### src/rtl/core/dlfp_pkg.sv
// shared constants, types and helpers of the decimal line field parser
package dlfp_pkg;

    localparam int MAX_VALUES = 8;
    localparam int IDX_W      = (MAX_VALUES > 1) ? $clog2(MAX_VALUES) : 1;
    localparam int CNT_W      = $clog2(MAX_VALUES + 1);
    localparam int VAL_W      = 32;
    localparam int CFG_W      = 7;
    localparam int SLOT_W     = 6;
    localparam int MISS_W     = 16;

    localparam logic [CFG_W-1:0] VALUES_IN_USE_RST = 7'd8;

    localparam logic [7:0] CH_NL    = 8'h0A;
    localparam logic [7:0] CH_SP    = 8'h20;
    localparam logic [7:0] CH_TAB   = 8'h09;
    localparam logic [7:0] CH_CR    = 8'h0D;
    localparam logic [7:0] CH_VT    = 8'h0B;
    localparam logic [7:0] CH_FF    = 8'h0C;
    localparam logic [7:0] CH_0     = 8'h30;
    localparam logic [7:0] CH_9     = 8'h39;
    localparam logic [7:0] CH_PLUS  = 8'h2B;
    localparam logic [7:0] CH_MINUS = 8'h2D;

    localparam logic [1:0] PH_GAP    = 2'd0;
    localparam logic [1:0] PH_SIGN   = 2'd1;
    localparam logic [1:0] PH_DIGITS = 2'd2;

    typedef struct packed {
        logic             en;
        logic [IDX_W-1:0] idx;
        logic [VAL_W-1:0] data;
    } pend_wr_t;

    typedef struct packed {
        logic             en;
        logic [CNT_W-1:0] count;
    } line_end_t;

    // register value clamped to 1..MAX_VALUES
    function automatic logic [CNT_W-1:0] slots_active(input logic [CFG_W-1:0] v);
        logic [CNT_W-1:0] r;
        if (v == '0) begin
            r = CNT_W'(1);
        end else if (32'(v) > MAX_VALUES) begin
            r = CNT_W'(MAX_VALUES);
        end else begin
            r = CNT_W'(v);
        end
        return r;
    endfunction

endpackage

### src/rtl/core/dlfp_scanner.sv
// byte-level tokeniser: builds numbers and emits pending slot writes and line ends
module dlfp_scanner (
    input  logic                          aclk,
    input  logic                          aresetn,
    input  logic                          byte_en,
    input  logic [7:0]                    rx_byte,
    input  logic [dlfp_pkg::CNT_W-1:0]    slots,
    output dlfp_pkg::pend_wr_t            pend_wr,
    output dlfp_pkg::line_end_t           line_end
);

    logic [dlfp_pkg::VAL_W-1:0] acc_reg, acc_next;
    logic                       neg_reg, neg_next;
    logic [1:0]                 phase_reg, phase_next;
    logic                       stop_reg, stop_next;
    logic [dlfp_pkg::CNT_W-1:0] pcnt_reg, pcnt_next;

    logic [dlfp_pkg::VAL_W-1:0] close_val;
    logic                       close_wr;
    logic [dlfp_pkg::CNT_W-1:0] close_cnt;
    logic                       close_stop;
    logic [dlfp_pkg::VAL_W-1:0] acc_base;
    logic [dlfp_pkg::VAL_W-1:0] acc_step;
    logic [7:0]                 digit;

    // finished token value and where it goes
    assign close_val  = neg_reg ? (dlfp_pkg::VAL_W'(0) - acc_reg) : acc_reg;
    assign close_wr   = (pcnt_reg < slots);
    assign close_cnt  = pcnt_reg + dlfp_pkg::CNT_W'(close_wr);
    assign close_stop = (close_cnt >= slots);

    // acc * 10 + digit, wrapping at 32 bits
    assign digit    = rx_byte - dlfp_pkg::CH_0;
    assign acc_base = (phase_reg == dlfp_pkg::PH_DIGITS) ? acc_reg : '0;
    assign acc_step = (acc_base << 3) + (acc_base << 1) + {24'd0, digit};

    always_comb begin
        acc_next      = acc_reg;
        neg_next      = neg_reg;
        phase_next    = phase_reg;
        stop_next     = stop_reg;
        pcnt_next     = pcnt_reg;
        pend_wr.en    = 1'b0;
        pend_wr.idx   = pcnt_reg[dlfp_pkg::IDX_W-1:0];
        pend_wr.data  = close_val;
        line_end.en   = 1'b0;
        line_end.count = pcnt_reg;

        if (byte_en) begin
            if (rx_byte == dlfp_pkg::CH_NL) begin
                line_end.en = 1'b1;
                if (!stop_reg && phase_reg == dlfp_pkg::PH_DIGITS) begin
                    pend_wr.en     = close_wr;
                    line_end.count = close_cnt;
                end
                acc_next   = '0;
                neg_next   = 1'b0;
                phase_next = dlfp_pkg::PH_GAP;
                stop_next  = 1'b0;
                pcnt_next  = '0;
            end else if (!stop_reg) begin
                if (rx_byte inside {dlfp_pkg::CH_SP, dlfp_pkg::CH_TAB, dlfp_pkg::CH_CR,
                                    dlfp_pkg::CH_VT, dlfp_pkg::CH_FF}) begin
                    if (phase_reg == dlfp_pkg::PH_DIGITS) begin
                        pend_wr.en = close_wr;
                        pcnt_next  = close_cnt;
                        stop_next  = close_stop;
                        acc_next   = '0;
                        neg_next   = 1'b0;
                        phase_next = dlfp_pkg::PH_GAP;
                    end else if (phase_reg == dlfp_pkg::PH_SIGN) begin
                        stop_next = 1'b1;
                    end
                end else if (rx_byte inside {[dlfp_pkg::CH_0:dlfp_pkg::CH_9]}) begin
                    acc_next   = acc_step;
                    phase_next = dlfp_pkg::PH_DIGITS;
                end else if (rx_byte inside {dlfp_pkg::CH_PLUS, dlfp_pkg::CH_MINUS}) begin
                    if (phase_reg == dlfp_pkg::PH_DIGITS) begin
                        // sign right after digits closes the number first
                        pend_wr.en = close_wr;
                        pcnt_next  = close_cnt;
                        stop_next  = close_stop;
                        acc_next   = '0;
                        neg_next   = 1'b0;
                        phase_next = dlfp_pkg::PH_GAP;
                        if (!close_stop) begin
                            neg_next   = (rx_byte == dlfp_pkg::CH_MINUS);
                            phase_next = dlfp_pkg::PH_SIGN;
                        end
                    end else if (phase_reg == dlfp_pkg::PH_SIGN) begin
                        stop_next = 1'b1;
                    end else begin
                        neg_next   = (rx_byte == dlfp_pkg::CH_MINUS);
                        acc_next   = '0;
                        phase_next = dlfp_pkg::PH_SIGN;
                    end
                end else begin
                    // malformed byte: keep digits so far, drop rest of line
                    if (phase_reg == dlfp_pkg::PH_DIGITS) begin
                        pend_wr.en = close_wr;
                        pcnt_next  = close_cnt;
                        acc_next   = '0;
                        neg_next   = 1'b0;
                        phase_next = dlfp_pkg::PH_GAP;
                    end
                    stop_next = 1'b1;
                end
            end
        end
    end

    always_ff @(posedge aclk) begin
        if (!aresetn) begin
            acc_reg   <= '0;
            neg_reg   <= 1'b0;
            phase_reg <= dlfp_pkg::PH_GAP;
            stop_reg  <= 1'b0;
            pcnt_reg  <= '0;
        end else begin
            acc_reg   <= acc_next;
            neg_reg   <= neg_next;
            phase_reg <= phase_next;
            stop_reg  <= stop_next;
            pcnt_reg  <= pcnt_next;
        end
    end

endmodule

### src/rtl/core/decimal_line_field_parser.sv
// top level of the decimal line field parser: value stores, commit walk and fetch output
//
//  channel   direction  handshake              payload
//  -------   ---------  ---------------------  -----------------------------------------
//  s_        in         s_valid / s_ready      s_func, s_rx_byte
//  m_        out        m_valid / m_ready      m_slot_index, m_slot_value, m_missed_count,
//                                              m_last
//  cfg_      in         cfg_valid / cfg_ready  cfg_wdata (values_in_use)
//
// a newline walks the pending store into the committed store, one slot read a cycle with
// each write in the cycle after its read
// a fetch reads the committed store once per slot in use; each result is a read of the
// store followed by a load of the result register once that register is free
// s_ready is low during the commit walk and the fetch walk; the output register lets
// the next transaction in while the final result still waits for m_ready
// aresetn is synchronous, active low; the committed store reads as zero until written,
// through one valid bit per slot, so no clearing pass is needed
module decimal_line_field_parser (
    input  logic                                aclk,
    input  logic                                aresetn,
    // input transactions
    input  logic                                s_valid,
    output logic                                s_ready,
    input  logic                                s_func,
    input  logic [7:0]                          s_rx_byte,
    // result transactions
    output logic                                m_valid,
    input  logic                                m_ready,
    output logic [dlfp_pkg::SLOT_W-1:0]         m_slot_index,
    output logic signed [dlfp_pkg::VAL_W-1:0]   m_slot_value,
    output logic [dlfp_pkg::MISS_W-1:0]         m_missed_count,
    output logic                                m_last,
    // configuration write
    input  logic                                cfg_valid,
    output logic                                cfg_ready,
    input  logic [dlfp_pkg::CFG_W-1:0]          cfg_wdata
);

    localparam logic [1:0] ST_IDLE   = 2'd0;
    localparam logic [1:0] ST_COMMIT = 2'd1;
    localparam logic [1:0] ST_FRD    = 2'd2;
    localparam logic [1:0] ST_FWAIT  = 2'd3;

    localparam int IDX_W  = dlfp_pkg::IDX_W;
    localparam int CNT_W  = dlfp_pkg::CNT_W;
    localparam int VAL_W  = dlfp_pkg::VAL_W;

    logic [1:0]                  state_reg, state_next;
    logic [dlfp_pkg::CFG_W-1:0]  vin_reg, vin_next;
    logic [CNT_W-1:0]            slots;

    // commit walk
    logic [CNT_W-1:0]            cp_reg, cp_next;
    logic [CNT_W-1:0]            total_reg, total_next;
    logic                        cw_vld_reg, cw_vld_next;
    logic [IDX_W-1:0]            cw_idx_reg, cw_idx_next;
    logic                        pend_rd;

    // fetch walk
    logic [IDX_W-1:0]            fi_reg, fi_next;
    logic                        com_rd;
    logic                        fetch_last;
    logic                        out_load;

    logic                        fresh_reg, fresh_next;
    logic [dlfp_pkg::MISS_W-1:0] miss_reg, miss_next;

    logic                        m_valid_reg, m_valid_next;
    logic [dlfp_pkg::SLOT_W-1:0] m_idx_reg;
    logic [VAL_W-1:0]            m_val_reg;
    logic [dlfp_pkg::MISS_W-1:0] m_miss_reg;
    logic                        m_last_reg;

    // value stores
    logic [VAL_W-1:0]            pend_mem [dlfp_pkg::MAX_VALUES];
    logic [VAL_W-1:0]            com_mem  [dlfp_pkg::MAX_VALUES];
    logic [dlfp_pkg::MAX_VALUES-1:0] com_vld_reg;
    logic [VAL_W-1:0]            pend_q;
    logic [VAL_W-1:0]            com_q;
    logic                        com_vq_reg;

    logic                        s_acc;
    logic                        byte_en;
    dlfp_pkg::pend_wr_t          pend_wr;
    dlfp_pkg::line_end_t         line_end;

    assign s_ready   = (state_reg == ST_IDLE);
    assign cfg_ready = 1'b1;
    assign s_acc     = s_valid && s_ready;
    assign byte_en   = s_acc && !s_func;
    assign slots     = dlfp_pkg::slots_active(vin_reg);

    dlfp_scanner u_scanner (
        .aclk     (aclk),
        .aresetn  (aresetn),
        .byte_en  (byte_en),
        .rx_byte  (s_rx_byte),
        .slots    (slots),
        .pend_wr  (pend_wr),
        .line_end (line_end)
    );

    // commit walk: read pending slot, write it to committed store in the next cycle
    assign pend_rd = (state_reg == ST_COMMIT) && (cp_reg < total_reg);

    // fetch walk: read committed slot, hand it to the output register
    assign com_rd     = (state_reg == ST_FRD);
    assign fetch_last = ({{(CNT_W-IDX_W){1'b0}}, fi_reg} == (slots - CNT_W'(1)));
    assign out_load   = (state_reg == ST_FWAIT) && (!m_valid_reg || m_ready);

    always_comb begin
        state_next   = state_reg;
        vin_next     = vin_reg;
        cp_next      = cp_reg;
        total_next   = total_reg;
        cw_vld_next  = pend_rd;
        cw_idx_next  = cp_reg[IDX_W-1:0];
        fi_next      = fi_reg;
        fresh_next   = fresh_reg;
        miss_next    = miss_reg;
        m_valid_next = m_valid_reg;

        if (cfg_valid && cfg_ready) begin
            vin_next = cfg_wdata;
        end

        if (m_ready) begin
            m_valid_next = 1'b0;
        end
        if (out_load) begin
            m_valid_next = 1'b1;
        end

        case (state_reg)
            ST_IDLE: begin
                if (s_acc && s_func) begin
                    // fetch transaction
                    if (fresh_reg) begin
                        miss_next = '0;
                    end else if (miss_reg != '1) begin
                        miss_next = miss_reg + dlfp_pkg::MISS_W'(1);
                    end
                    fresh_next = 1'b0;
                    fi_next    = '0;
                    state_next = ST_FRD;
                end else if (line_end.en) begin
                    fresh_next = 1'b1;
                    cp_next    = '0;
                    total_next = line_end.count;
                    if (line_end.count != '0) begin
                        state_next = ST_COMMIT;
                    end
                end
            end
            ST_COMMIT: begin
                if (pend_rd) begin
                    cp_next = cp_reg + CNT_W'(1);
                end else if (!cw_vld_reg) begin
                    state_next = ST_IDLE;
                end
            end
            ST_FRD: begin
                state_next = ST_FWAIT;
            end
            ST_FWAIT: begin
                if (out_load) begin
                    if (fetch_last) begin
                        state_next = ST_IDLE;
                    end else begin
                        fi_next    = fi_reg + IDX_W'(1);
                        state_next = ST_FRD;
                    end
                end
            end
            default: begin
                state_next = ST_IDLE;
            end
        endcase
    end

    always_ff @(posedge aclk) begin
        if (!aresetn) begin
            state_reg   <= ST_IDLE;
            vin_reg     <= dlfp_pkg::VALUES_IN_USE_RST;
            cp_reg      <= '0;
            total_reg   <= '0;
            cw_vld_reg  <= 1'b0;
            fi_reg      <= '0;
            fresh_reg   <= 1'b0;
            miss_reg    <= '0;
            m_valid_reg <= 1'b0;
            com_vld_reg <= '0;
            com_vq_reg  <= 1'b0;
        end else begin
            state_reg   <= state_next;
            vin_reg     <= vin_next;
            cp_reg      <= cp_next;
            total_reg   <= total_next;
            cw_vld_reg  <= cw_vld_next;
            fi_reg      <= fi_next;
            fresh_reg   <= fresh_next;
            miss_reg    <= miss_next;
            m_valid_reg <= m_valid_next;
            if (cw_vld_reg) begin
                com_vld_reg[cw_idx_reg] <= 1'b1;
            end
            if (com_rd) begin
                com_vq_reg <= com_vld_reg[fi_reg];
            end
        end
    end

    // write index of the commit pipe
    always_ff @(posedge aclk) begin
        cw_idx_reg <= cw_idx_next;
    end

    // pending store
    always_ff @(posedge aclk) begin
        if (pend_wr.en) begin
            pend_mem[pend_wr.idx] <= pend_wr.data;
        end
        if (pend_rd) begin
            pend_q <= pend_mem[cp_reg[IDX_W-1:0]];
        end
    end

    // committed store
    always_ff @(posedge aclk) begin
        if (cw_vld_reg) begin
            com_mem[cw_idx_reg] <= pend_q;
        end
        if (com_rd) begin
            com_q <= com_mem[fi_reg];
        end
    end

    // result register
    always_ff @(posedge aclk) begin
        if (out_load) begin
            m_idx_reg  <= {{(dlfp_pkg::SLOT_W-IDX_W){1'b0}}, fi_reg};
            m_val_reg  <= com_vq_reg ? com_q : '0;
            m_miss_reg <= miss_reg;
            m_last_reg <= fetch_last;
        end
    end

    assign m_valid        = m_valid_reg;
    assign m_slot_index   = m_idx_reg;
    assign m_slot_value   = $signed(m_val_reg);
    assign m_missed_count = m_miss_reg;
    assign m_last         = m_last_reg;

endmodule
### config.mk
export PLATFORM = sky130hd
export DESIGN_NAME = decimal_line_field_parser
export DESIGN_NICKNAME = d
export VERILOG_FILES = /design/src/rtl/core/dlfp_pkg.sv /design/src/rtl/core/dlfp_scanner.sv /design/src/rtl/core/decimal_line_field_parser.sv
export SDC_FILE = /design/constraint.sdc
export NUM_CORES = 1
export LEC_CHECK = 0
export ABC_CLOCK_PERIOD_IN_PS = 11600
export BUFFER_PORTS_ARGS = -buffer_cell sky130_fd_sc_hd__clkbuf_2
export CELL_PAD_IN_SITES_DETAIL_PLACEMENT = 0
export CELL_PAD_IN_SITES_GLOBAL_PLACEMENT = 1
export CORE_MARGIN = 4
export CORE_UTILIZATION = 58
export CTS_BUF_LIST = sky130_fd_sc_hd__clkbuf_16
export DETAILED_ROUTE_END_ITERATION = 8
export PLACE_DENSITY = 0.84
export SLEW_MARGIN = 5
export SYNTH_ARGS = -nofsm -noshare
export SYNTH_HDL_FRONTEND = slang
export SYNTH_SLANG_ARGS = --single-unit
### constraint.sdc
create_clock -name aclk -period 11.6 [get_ports aclk]
set_input_delay 1.16 -clock aclk [delete_from_list [all_inputs] [get_ports aclk]]
set_output_delay 1.16 -clock aclk [all_outputs]
set_load 0.02 [all_outputs]
# After elaboration in Yosys (flattened, before gate mapping)

Memories as Yosys holds them, arrays and structs flattened. A register that Yosys moved wholly into a read port is not among the register bits.
Cells that the tools add are included.

Bits in registers: 143
RAM bits: 512
Input port bits: 21
Logic and storage cells: 185
Memories kept: 2

$add $sub $neg: 9
Magnitude comparators: 9
Equality and inequality tests: 29
Muxes and demuxes: 82
Bitwise logic cells: 2
Reduce and logical (&&, ||, !) cells: 31

Memory list:

| memory   | depth | width | read ports | clocked after Yosys merged registers in | write ports | line                            | RTL |
|---|---|---|---|---|---|---|---|
| com_mem  | 8     | 32    | 1          | 1                                       | 1           | decimal_line_field_parser.sv:76 | `logic [VAL_W-1:0] com_mem [dlfp_pkg::MAX_VALUES];` |
| pend_mem | 8     | 32    | 1          | 1                                       | 1           | decimal_line_field_parser.sv:75 | `logic [VAL_W-1:0] pend_mem [dlfp_pkg::MAX_VALUES];` |

Operators with widths:

| kind                  | number |
|---|---|
| $mux 32               | 9 |
| $mux 4                | 11 |
| $eq 8x4->1 const B    | 5 |
| $mux 1                | 34 |
| $add 32x32->32        | 1 |
| $add 32x8->32         | 1 |
| $mux 16               | 2 |
| $sub 1x32->32 const A | 1 |
| $mux 31               | 1 |
| $mux 2                | 15 |
| $eq 8x6->1 const B    | 3 |
| $add 16x1->16 const B | 1 |
| $ne 16x16->1 const B  | 1 |
| $ne 2x2->1 const B    | 7 |
| $reduce_and 3->1      | 4 |
| $reduce_and 4->1      | 3 |
| $reduce_bool 2->1     | 6 |
| $mux 5                | 2 |
| $mux 3                | 3 |
| $ne 3x1->1 const B    | 3 |
| $ge 8x6->1 const B    | 1 |
| $le 8x6->1 const B    | 1 |
| $logic_and 1x1->1     | 8 |
| $lt 3x4->1 const B    | 2 |
| 30 further kinds      | 37 |

# Logic depth before layout (Yosys ltp)

Word-level depth: 13
Gate-level depth with buffers: 18
Depth with buffers taken out: 18

# Modules after synthesis

A second synthesis with hierarchy kept.

Cells, all modules: 1809
Area, all modules: 30364.1 um2

Modules (own cells, without submodules):

| module                    | times used | cells each | area an instance (um2) | seq. area each (um2) |
|---|---|---|---|---|
| decimal_line_field_parser | 1          | 1192       | 25448.2                | 19879.1 |
| dlfp_scanner              | 1          | 617        | 4916.0                 | 800.8 |

# Worst setup path before layout

OpenSTA, ideal clock, no wires.

Kind: input to register
Start: input port s_rx_byte[4]
End: memory pend_mem[0][0], enable pin
Library setup time: 461 ps
Arrival: 5115 ps
Data required time: 11139 ps
Slack: 6024 ps
Cell stages on the path: 10
Path buffers: 0
Cells stage by stage: inv_1 ha_1 nor4bb_1 a32oi_1 o22ai_1 o21a_1 and2_1 and2_1 nand2b_1 nor3_1

Word-level cells in the longest chain between the ends: 9
Elaborated cells between the ends (all ways): 17

Ends and longest elaborated chain:

| item                                     | line                             | RTL |
|---|---|---|
| start, declared                          | decimal_line_field_parser.sv:25  | `input logic [7:0] s_rx_byte,` |
| $ge 8x6->1 or $le 8x6->1 (tied branches) | dlfp_scanner.sv:74               | `end else if (rx_byte inside {[dlfp_pkg::CH_0:dlfp_pkg::CH_9]}) begin` |
| $logic_and 1x1->1                        | dlfp_scanner.sv:74               |  |
| $mux 1                                   | dlfp_scanner.sv:74               |  |
| $mux 1                                   | dlfp_scanner.sv:62               | `if (rx_byte inside {dlfp_pkg::CH_SP, dlfp_pkg::CH_TAB, dlfp_pkg::CH_CR,` |
| $mux 1                                   | dlfp_scanner.sv:61               | `end else if (!stop_reg) begin` |
| $mux 1 (*)                               | dlfp_scanner.sv:50               | `if (rx_byte == dlfp_pkg::CH_NL) begin` |
| $mux 1 (*)                               | dlfp_scanner.sv:49               | `if (byte_en) begin` |
| $mux 1 (*)                               | decimal_line_field_parser.sv:220 | `if (pend_wr.en) begin` |
| $mux 1 (not written as such) (*)         | decimal_line_field_parser.sv:221 | `pend_mem[pend_wr.idx] <= pend_wr.data;` |
| end, declared                            | decimal_line_field_parser.sv:75  |  |

Every way passes the cells marked *; elsewhere a longest branch is shown, timed or not.

# Final worst setup path

Start: register u_scanner.phase_reg[1]
End: register u_scanner.acc_reg[30] in the netlist's numbering

Word-level cells in the longest chain between the ends: 8
Elaborated cells between the ends (all ways): 14

Ends and longest elaborated chain:

| item                   | line                | RTL |
|---|---|---|
| start, declared        | dlfp_scanner.sv:14  | `logic [1:0] phase_reg, phase_next;` |
| start signal, assigned | dlfp_scanner.sv:116 | `phase_reg <= dlfp_pkg::PH_GAP;` |
| start signal, assigned | dlfp_scanner.sv:122 | `phase_reg <= phase_next;` |
| $eq 2x2->1             | n/a                 |  |
| $mux 31                | dlfp_scanner.sv:34  | `assign acc_base = (phase_reg == dlfp_pkg::PH_DIGITS) ? acc_reg : '0;` |
| $add 32x32->32         | dlfp_scanner.sv:35  | `assign acc_step = (acc_base << 3) + (acc_base << 1) + {24'd0, digit};` |
| $add 32x8->32          | dlfp_scanner.sv:35  |  |
| $mux 32                | dlfp_scanner.sv:74  |  |
| $mux 32                | dlfp_scanner.sv:62  |  |
| $mux 32                | dlfp_scanner.sv:61  |  |
| $mux 32                | dlfp_scanner.sv:50  |  |
| end signal, assigned   | dlfp_scanner.sv:120 | `acc_reg <= acc_next;` |
| end, declared          | dlfp_scanner.sv:12  | `logic [dlfp_pkg::VAL_W-1:0] acc_reg, acc_next;` |

Several ways; a longest one is shown, not always the timed one. The select of a mux whose other input is x is not followed.
A chain may end at the register's enable or synchronous reset.

==> results.yml <==
pwr:
  comb_power_share_pct: 1.3
  power_report.internal_total_mw: 4.27
  pwr_density_cell_nw_per_um2: 156
  vdd.ir_drop.worst_v: 0.000121
  post-layout-total-power_mw: 5.28
  seq_power_share_pct: 52.8
  p_clk_share_pct: 45.8
  netSwitchingFraction_pct: 19.2
  leakage_dissipation_nw: 12.1
  switching_power_mw: 1.01
floorplanning:
  pin_count: 79
  floorplan.die.width_um: 236
  die_y_um: 236
  fp-row-count: 83
  design.die.area_sq_um: 55700
  start_util_pct: 58.7
  design.core.area_sq_um: 51400
yosys:
  synth_cell_types: 70
  synthesis.instances: 1803
  synth-main-ff-cell: "sky130_fd_sc_hd__edfxtp_1"
  syn-mean-instance-area_sq_um: 16.7
  synth_enable_flop_cells: 628
  yosys_register_bits: 719
  ys_warn_count: 0
  synth_seq_area_share_pct: 68.6
  syn_area_sq_um: 30200
  synth_async_sr_flop_share_pct: 0
routing:
  remaining_drc_errors: 0
  drt_iter0_drc: 1356
  viasPerCell: 5.99
  routed_wire_length_per_instance_um: 22.8
  dr.max_layer_used: "met4"
  wl_met1_um: 25100
  met3_wirelength_um: 2960
  wl_met2_um: 30800
  routed-via-count: 15700
  route.antenna.remaining_nets: 0
  drt_wl_total_um: 60000
  first_pass_iters: 5
timing:
  grt_setup_unrepaired: "false"
  setup_slack_ns: 7.24
  final-max-slew-violation-count: 0
  maxClockFrequency_ghz: 0.229
  timing.final.crit_share_pct: 37.6
  clock_skew_ns: 0.0286
  finalSetupViolCount: 0
  setup-tns-final_ns: 0
  fin_crit_ns: 4.36
  hold_viol: 0
  max-slew-margin-rel_pct: 15.8
  tightest_slew_ns: 1.25
cells_and_area:
  number_of_inserted_filler_cells_in_the_final_layout: 3383
  finalNonFillerCells: 2626
  area_growth_syn_to_layout_pct: 12.2
  biggestRegsByFlops: "com_mem x256, pend_mem x256"
  finalNetCount: 1989
  final_layout_size_suffix_gt1_share_pct: 22.9
  n_antenna_cell: 0
  finish.utilization_pct: 65.9
run_status:
  outcome: "finished, final reports clean"
setup_path:
  timing.reg2reg.setup_slack_ns: 7.24
  cp_max_fo: 33
  critical_path_class: "flop to flop"
  critPathCapture: "u_scanner.acc_reg[30]"
  end_kind: "flop"
  r2r_start: "u_scanner.phase_reg[1]"
  critPathLaunchType: "flop"
  worstSetupStartpoint: "u_scanner.phase_reg[1]"
  ff2ff_path_depth: 16
  worst_ep_required_time_ns: 12.08
  worst_r2r_endpoint: "u_scanner.acc_reg[30]"
  critPathArrivalTime_ns: 4.85
placement:
  finalWeightedCongestion: 0.851
  dp.cells: 2495
  detailedPlace.worstSlack_ns: 6.67
  place_hpwl_um: 34400
  number_of_input_and_output_port_buffers_inserted: 74
global_routing:
  grt_max_degree: 75
  grt_first_pass_wirelength_um: 94500
  grt_pass1_vias: 16400
  remaining_global_route_overflow: 0
  track_usage_pct: 21.7
  grt_antenna_before_repair: 0
cts:
  clk_transition_reported_paths_ns: 0.06
  clock-sinks: 719
  clockBufferDepth: 3
  clk_root_buffer_cell: "sky130_fd_sc_hd__clkbuf_16"
  ctsHtreeMaxLevel: 3
  cts_made_buffers: 71
  clock_tree_from_tritoncts: "built"
  clock_insertion_delay_worst_skew_ns: 0.61
  cts-hold-fix-buffers: 0
  post_cts_resize_count: 0
  post-cts-setup-buffer-count: 0
worst_hold_path:
  worstHoldPathType: "flop to flop"
run:
  cap_violations: 0
## how the worst min path moves through the flow
stage                               endpoint  depth (start not counted)           start
after CTS                     com_vld_reg[6]                          1  com_vld_reg[6]
after detailed placement  m_missed_count[11]                          0    miss_reg[11]
final                         com_vld_reg[7]                          1  com_vld_reg[7]
after floorplan                cw_idx_reg[2]                          0       cp_reg[2]
after global placement        com_vld_reg[4]                          1  com_vld_reg[4]
after global routing          com_vld_reg[7]                          1  com_vld_reg[7]
## cells in the final DEF, fill, tap and decap left out, drive strengths merged, types with 53 or more instances in the layout
| master | n |
|---|---|
| clkbuf | 150 |
| mux2 | 64 |
| ha | 74 |
| and2 | 65 |
| xnor2 | 53 |
| dfxtp | 91 |
| nor2 | 68 |
| mux4 | 130 |
| nand2 | 79 |
| edfxtp | 628 |
## metrics by stage
stage | area [sq um] | hold slack (ns)
after floorplan | 30200 | 0.354
after global placement | 31400 | 0.443
after detailed placement | 31400 | 0.457
after CTS | 33900 | 0.476
after global routing | 33900 | 0.492
final | 33900 | 0.473
## power groups by stage
stage               logic (mW)  registers, mW  clock network (mW)
finish                  0.0700           2.79                2.42
global placement        0.0693           2.85                   0
floorplan               0.0480           2.85                   0
global route            0.0775           2.79                2.58
detailed placement      0.0703           2.85                   0
CTS                     0.0710           2.79                2.46
## synth_stat cells, drive strengths merged (6+ instances only)
cell type  number  area (sq um)
edfxtp        628         18900
mux4          130          2930
dfxtp          91          1820
nand2          79           297
ha             74           926
nor2           68           255
and2           65           407
clkbuf         65           244
mux2           64           721
xnor2          53           464
o21ai          45           225
a21oi          44           220
nor2b          40           250
inv            34           128
xor2           27           236
buf            23           105
a22oi          22           165
nand3          22           110
a21o           21           158
nand2b         18           113
o21a           18           135
or3            17           123
nand4          14          87.6
mux2i          13           130
nor3           12          60.1
o31ai          12          90.1
and3            9          56.3
a21boi          8          60.1
a31oi           6          37.5
fa              6           120
o211ai          6          45.0
o21bai          6          45.0
or2             6          40.0
## cell type report
class	count	area [sq um]	area share, %
Sequential cell	719	20700	61.1
Multi-Input combinational cell	964	9140	27.0
Clock buffer	76	1900	5.62
Tap cell	680	851	2.51
Clock inverter	55	591	1.74
Timing Repair Buffer	98	551	1.63
Inverter	34	128	0.377
## layer usage
layer  up-vias  GRT usage (%)
met5         -              0
met4         0           5.62
met3        80           3.73
met2       413           37.1
met1      8031           29.4
li1       7205              -
## logic make-up (layout without fill, tap and decap cells)
logic type,Yosys count,count (layout),synth area share (%)
buffers and inverters,122,263,1.58
adder cells (fa/ha/maj),80,80,3.47
multiplexers,207,207,12.5
XOR/XNOR,80,80,2.32
flip-flops,719,719,68.6
AND/OR/NAND/NOR,365,365,6.38
AO/OA/AOI/OAI,228,228,5.14
other,2,4,0.0249
## critical path, cell delays in order (launching register included)
cell and delay (ns):
sky130_fd_sc_hd__dfxtp_1 0.32, sky130_fd_sc_hd__nor2b_1 0.13, sky130_fd_sc_hd__buf_4 0.22, sky130_fd_sc_hd__nand2_1 0.14, sky130_fd_sc_hd__inv_1 0.07, sky130_fd_sc_hd__fa_1 0.52
sky130_fd_sc_hd__inv_1 0.06, sky130_fd_sc_hd__fa_1 0.45, sky130_fd_sc_hd__nor2b_1 0.18, sky130_fd_sc_hd__o2111ai_1 0.19, sky130_fd_sc_hd__a311oi_1 0.45, sky130_fd_sc_hd__nor2_1 0.15
sky130_fd_sc_hd__o21ai_0 0.59, sky130_fd_sc_hd__nor3_1 0.12, sky130_fd_sc_hd__a211o_1 0.27, sky130_fd_sc_hd__o211ai_1 0.22, sky130_fd_sc_hd__o211ai_1 0.12
No activity file was read; power rests on OpenSTA's default activity.
